$ cat config.mk
export PLATFORM = sky130hd
export DESIGN_NAME = cau_front
export DESIGN_NICKNAME = d
export VERILOG_FILES = /design/src/hdl/complex_arithmetic_unit_macros.svh /design/src/hdl/cau_pkg.sv /design/src/hdl/cau_front.sv
export SDC_FILE = /design/constraint.sdc
export NUM_CORES = 2
export LEC_CHECK = 0
export ABC_CLOCK_PERIOD_IN_PS = 10100
export BUFFER_PORTS_ARGS = -buffer_cell sky130_fd_sc_hd__buf_4
export CAP_MARGIN = 20
export CORE_MARGIN = 2
export CORE_UTILIZATION = 32
export DETAILED_ROUTE_END_ITERATION = 12
export GPL_TIMING_DRIVEN = 0
export PLACE_DENSITY = 0.49
export SETUP_SLACK_MARGIN = 0.4
export SYNTH_ARGS = -nofsm -noshare
export SYNTH_HDL_FRONTEND = slang
export SYNTH_SLANG_ARGS = --single-unit
export TNS_END_PERCENT = 1
$ cat constraint.sdc
create_clock -name aclk -period 10.1 [get_ports aclk]
set_clock_uncertainty 0.05 [all_clocks]
set_input_delay 2.02 -clock aclk [delete_from_list [all_inputs] [get_ports aclk]]
set_output_delay 2.02 -clock aclk [all_outputs]
set_load 0.01 [all_outputs]
$ cat src/hdl/complex_arithmetic_unit_macros.svh
// ----------------------------------------------------------------------------
// complex_arithmetic_unit_macros : assertion helpers
// Clocked, reset-qualified assertion macros for the complex arithmetic unit.
// ----------------------------------------------------------------------------
`ifndef COMPLEX_ARITHMETIC_UNIT_MACROS_SVH
`define COMPLEX_ARITHMETIC_UNIT_MACROS_SVH

// Property checked on every rising clock edge while out of reset.
`define CAU_ASSERT(label, clk, rstn, prop, msg) \
    label: assert property (@(posedge clk) disable iff (!rstn) (prop)) else $error(msg);

// Property checked on every rising clock edge, reset included.
`define CAU_ASSERT_ALWAYS(label, clk, prop, msg) \
    label: assert property (@(posedge clk) (prop)) else $error(msg);

`endif

$ cat src/hdl/cau_pkg.sv
// ----------------------------------------------------------------------------
// cau_pkg : shared types of the complex arithmetic unit
// Operation codes and the side data carried beside the divider pipeline.
// ----------------------------------------------------------------------------
`default_nettype none

package cau_pkg;

    localparam int unsigned DATA_W = 32;
    localparam int unsigned OPND_W = 16;

    typedef enum logic [1:0] {
        OP_ADD = 2'd0,
        OP_SUB = 2'd1,
        OP_MUL = 2'd2,
        OP_DIV = 2'd3
    } op_t;

    // Everything the output stage needs besides the two quotients.
    typedef struct packed {
        op_t               op;
        logic [DATA_W-1:0] re;
        logic [DATA_W-1:0] im;
        logic              zf;
        logic              neg_re;
        logic              neg_im;
    } tag_t;

    // Result of the front stages.
    typedef struct packed {
        tag_t              tag;
        logic [DATA_W-1:0] mag_re;
        logic [DATA_W-1:0] mag_im;
        logic [DATA_W-1:0] den;
    } front_t;

endpackage

`default_nettype wire

$ cat src/hdl/cau_front.sv
// ----------------------------------------------------------------------------
// cau_front : product and sum stages
// Stage one forms the six operand products, stage two the sums, the
// shifted multiply result, the divide numerator magnitudes and |b|^2.
// ----------------------------------------------------------------------------
`default_nettype none

module cau_front #(
    parameter int FRAC_BITS = 8
) (
    input  wire logic                          aclk,
    input  wire logic                          aresetn,
    input  wire logic                          en,
    input  wire logic                          in_valid,
    input  wire logic [1:0]                    in_op,
    input  wire logic signed [15:0]            in_a_re,
    input  wire logic signed [15:0]            in_a_im,
    input  wire logic signed [15:0]            in_b_re,
    input  wire logic signed [15:0]            in_b_im,
    output logic                               out_valid,
    output cau_pkg::front_t                    out_data
);
    import cau_pkg::*;

    logic              v1_reg;
    op_t               op1_reg;
    logic signed [15:0] ar_reg, ai_reg, br_reg, bi_reg;
    logic signed [31:0] p_rr_reg, p_ii_reg, p_ri_reg, p_ir_reg, s_rr_reg, s_ii_reg;

    logic              v2_reg;
    front_t            f2_reg;
    front_t            f2_next;

    always_ff @(posedge aclk) begin
        if (!aresetn) begin
            v1_reg <= 1'b0;
            v2_reg <= 1'b0;
        end else if (en) begin
            v1_reg <= in_valid;
            v2_reg <= v1_reg;
        end
    end

    always_ff @(posedge aclk) begin
        if (en) begin
            op1_reg  <= op_t'(in_op);
            ar_reg   <= in_a_re;
            ai_reg   <= in_a_im;
            br_reg   <= in_b_re;
            bi_reg   <= in_b_im;
            p_rr_reg <= in_a_re * in_b_re;
            p_ii_reg <= in_a_im * in_b_im;
            p_ri_reg <= in_a_re * in_b_im;
            p_ir_reg <= in_a_im * in_b_re;
            s_rr_reg <= in_b_re * in_b_re;
            s_ii_reg <= in_b_im * in_b_im;
            f2_reg   <= f2_next;
        end
    end

    logic signed [32:0] mul_re, mul_im, num_re, num_im;
    logic signed [32:0] mul_re_sh, mul_im_sh;
    logic        [32:0] mag_re, mag_im;
    logic        [31:0] den;

    always_comb begin
        mul_re    = 33'(p_rr_reg) - 33'(p_ii_reg);
        mul_im    = 33'(p_ri_reg) + 33'(p_ir_reg);
        num_re    = 33'(p_rr_reg) + 33'(p_ii_reg);
        num_im    = 33'(p_ir_reg) - 33'(p_ri_reg);
        mul_re_sh = mul_re >>> FRAC_BITS;
        mul_im_sh = mul_im >>> FRAC_BITS;
        mag_re    = num_re[32] ? 33'(-num_re) : 33'(num_re);
        mag_im    = num_im[32] ? 33'(-num_im) : 33'(num_im);
        den       = $unsigned(s_rr_reg) + $unsigned(s_ii_reg);

        f2_next            = '0;
        f2_next.tag.op     = op1_reg;
        f2_next.tag.neg_re = num_re[32];
        f2_next.tag.neg_im = num_im[32];
        f2_next.tag.zf     = (op1_reg == OP_DIV) && (den == '0);
        f2_next.mag_re     = mag_re[31:0];
        f2_next.mag_im     = mag_im[31:0];
        f2_next.den        = den;
        case (op1_reg)
            OP_ADD: begin
                f2_next.tag.re = 32'(ar_reg) + 32'(br_reg);
                f2_next.tag.im = 32'(ai_reg) + 32'(bi_reg);
            end
            OP_SUB: begin
                f2_next.tag.re = 32'(ar_reg) - 32'(br_reg);
                f2_next.tag.im = 32'(ai_reg) - 32'(bi_reg);
            end
            OP_MUL: begin
                f2_next.tag.re = mul_re_sh[31:0];
                f2_next.tag.im = mul_im_sh[31:0];
            end
            default: begin
                f2_next.tag.re = '0;
                f2_next.tag.im = '0;
            end
        endcase
    end

    assign out_valid = v2_reg;
    assign out_data  = f2_reg;

endmodule

`default_nettype wire

==> flow_metrics.tcl <==
set metrics [dict create \
    crit_arrival_ns 10.05 \
    final_common_cell "inv_1" \
    reg2reg_depth 12 \
    yosysWarnings 0 \
    vias_per_cell 4.90 \
    worst_slew_pin_slew_ns 1.22 \
    drv_slew 0 \
    start_util_pct 32.1 \
    period_share_pct 96.0 \
    post-dp-hpwl_mm 252 \
    finalHoldWorstSlack_ns 0.446 \
    grt_max_degree 118 \
    synth_ff_type "edfxtp_1" \
    critPathKind "in2reg" \
    layout_common_cells "inv_1, fa_1, nand2_1, ha_1, and2_1" \
    fin_nets 11100 \
    cp_top_family "adder cells" \
    cts-root-buf "clkbuf_16" \
    grt_overflow 0 \
    ys_seq_area_share_pct 15.2 \
    die_area_um2 256000 \
    hold_depth 0 \
    synth_nets 10700 \
    drive_above_1_share_pct 5.52 \
    grt_usage_pct 23.3 \
    path_buf_inv 7 \
    min_path_type "reg2reg" \
    drt_wl_total_mm 297 \
    clock-sinks 407 \
    crit_top_cell "fa_1" \
    rsz0062_at_grt "yes" \
    grt_pass1_vias 61800 \
    antenna_found_initial 50 \
    numCtsBuffers 52 \
    avgSynthCellArea_um2 9.58 \
    wire_per_inst_um 24.4 \
    postCtsSetupRepairBufs 0 \
    ant_nets 0 \
    fin_crit_ns 9.70 \
    start_kind "primary input" \
    core_um2 251000 \
    path_max_fanout 10 \
    synth-seq-cells 407 \
    vias 59500 \
    syn2layout_area_growth_pct 10.9 \
    async_flop_share_pct 0 \
    syn_inst 8401 \
    synth_edf_count 405 \
    finalSetupViolCount 0 \
    synth.cell_area_um2 80500 \
    hold_start "op1_reg[1]" \
    gp_congestion 1.01 \
    crit_path_top_delay_cell "clkbuf_1" \
    rows 184 \
    drtIter0Drc 4943 \
    die_h_um 506 \
    hold_buffers 0 \
    min_to "out_data[164]" \
    slowest_delay_ns 0.94 \
    portBuffers 235 \
    fmaxAchievable_ghz 0.103 \
    crit_path_end_kind "flip-flop" \
    fp.dieW_um 506 \
    path_cells "buf_4 -> clkbuf_1 -> clkbuf_1 -> nand2_1 -> fa_1 -> inv_1 -> fa_1 -> ha_1 -> fa_1 -> fa_1 -> inv_1 -> fa_1 -> inv_1 -> ha_1 -> nand4_1 -> o41a_1 -> o21bai_1 -> a211o_1 -> a31oi_1 -> a311oi_1 -> buf_4 -> a21o_1 -> a21oi_1 -> xnor2_2" \
    hold_violations 0 \
    cts-htree-levels 2 \
    outcome "finished clean" \
    drtPass1Iterations 6 \
    rrSetupSlack_ns 4.16 \
    r2r-start "s_ii_reg[3]" \
    cts_tree "yes" \
    largest_register_ffs 151 \
    crit_required_ns 10.46 \
    r2r_end "out_data[98]" \
    clock_latency_ns 0.73 \
    clk_path_buf_depth 3 \
    worst-path-stages 24 \
    clkTransAtPathRegs_ns 0.06 \
    grt_pass1_wl_mm 431 \
    slew_headroom_pct 18.8 \
    num_io_pins 236 \
    drv_cap 0 \
    ys_types 78 \
    drc 0 \
]
[routing by layer]
| layer | share of wire [%] | vias up | track usage, % | wire length [um] |
|---|---|---|---|---|
| li1 | - | 26400 | - | - |
| met2 | 44 | 2169 | 36.1 | 131000 |
| met4 | 5.9 | 20 | 11.4 | 17400 |
| met3 | 7.7 | 416 | 4.26 | 22900 |
| met5 | 0.040 | - | 0 | 120 |
| met1 | 42 | 30400 | 31.4 | 125000 |
[worst max-delay path by stage]
stage / startpoint / endpoint / slack [ns]
2_1_floorplan: in_b_re[1] / p_ir_reg[30] / 1.59
3_3_place_gp: in_b_im[2] / p_ri_reg[30] / -1.60
3_5_place_dp: in_b_re[1] / p_ir_reg[30] / -1.16
4_1_cts: in_b_im[5] / p_ri_reg[31] / 0.20
5_1_grt: in_b_re[1] / p_ir_reg[30] / 0.36
6_report: in_b_im[11] / p_ri_reg[30] / 0.40
[synth_stat cells (7+ instances only)]
master,count,share of area [%]
a211o_1,11,0.12
xnor2_1,343,3.7
or2_2,17,0.13
o21ai_0,157,0.98
nand2b_1,72,0.56
nand4_1,28,0.22
o31a_1,10,0.11
ha_1,741,12
or3_1,23,0.18
and3_1,18,0.14
nand2_1,757,3.5
and4_1,7,0.076
o211ai_1,12,0.11
inv_1,1988,9.3
fa_1,1520,38
nor2b_1,44,0.34
a21o_1,94,0.88
nand3_1,58,0.36
and2_1,558,4.3
a221oi_1,12,0.13
a211oi_1,29,0.27
buf_1,14,0.065
nand3b_1,7,0.065
o31ai_1,17,0.16
nor4_1,10,0.078
a31oi_1,30,0.23
a2111oi_0,8,0.087
o41ai_1,7,0.076
a21oi_1,288,1.8
a311oi_1,7,0.076
o21a_1,43,0.40
a21boi_0,7,0.065
nor2_1,329,1.5
nor3b_1,12,0.11
xor2_1,97,1.1
a41oi_1,11,0.12
or4_1,16,0.15
clkbuf_1,310,1.4
nor3_1,72,0.45
edfxtp_1,405,15
a31o_2,18,0.20
buf_4,15,0.14
o21bai_1,52,0.48
o22ai_1,33,0.26
mux2i_1,12,0.15
[what timing repair did]
action / 4_1_cts / 5_1_grt
resized for setup: 5 / 73
pin swaps: 0 / 0
endpoints found under the setup margin: 15 / 20
[cells by family after synthesis]
| family | share of synthesized area, % |
|---|---|
| AO/OA/AOI/OAI | 7.18 |
| XOR/XNOR | 4.79 |
| buffers and inverters | 10.9 |
| adder cells (fa/ha/maj) | 49.3 |
| flip-flops | 15.2 |
| AND/OR/NAND/NOR | 12.4 |
| multiplexers | 0.177 |
[final cells by class]
type / instances / area, um^2
antenna: 24 / 60.1
sequential: 407 / 12200
clock buffer: 60 / 1330
fill: 25700 / 161000
inverter: 1993 / 7480
multi-input combinational: 5662 / 59500
clock inverter: 34 / 432
timing repair buffer: 289 / 2650
tap: 3348 / 4190
buffer: 331 / 1370
[stage by stage]
step	TNS [ns]	util (%)	worst slack, ns	cell area [um^2]	instances
after detailed placement	-12.41	34.8	-1.16	87300	12000
final	0	35.6	0.402	89300	12100
after CTS	0	35.5	0.198	89100	12100
after global routing	0	35.6	0.362	89200	12100
after global placement	-29.81	34.5	-1.60	86500	12000
after floorplan	0	-	1.59	80500	8401
Power is not shown: default switching activity piles up to over one toggle a cycle in this logic, so the estimate is an artifact.
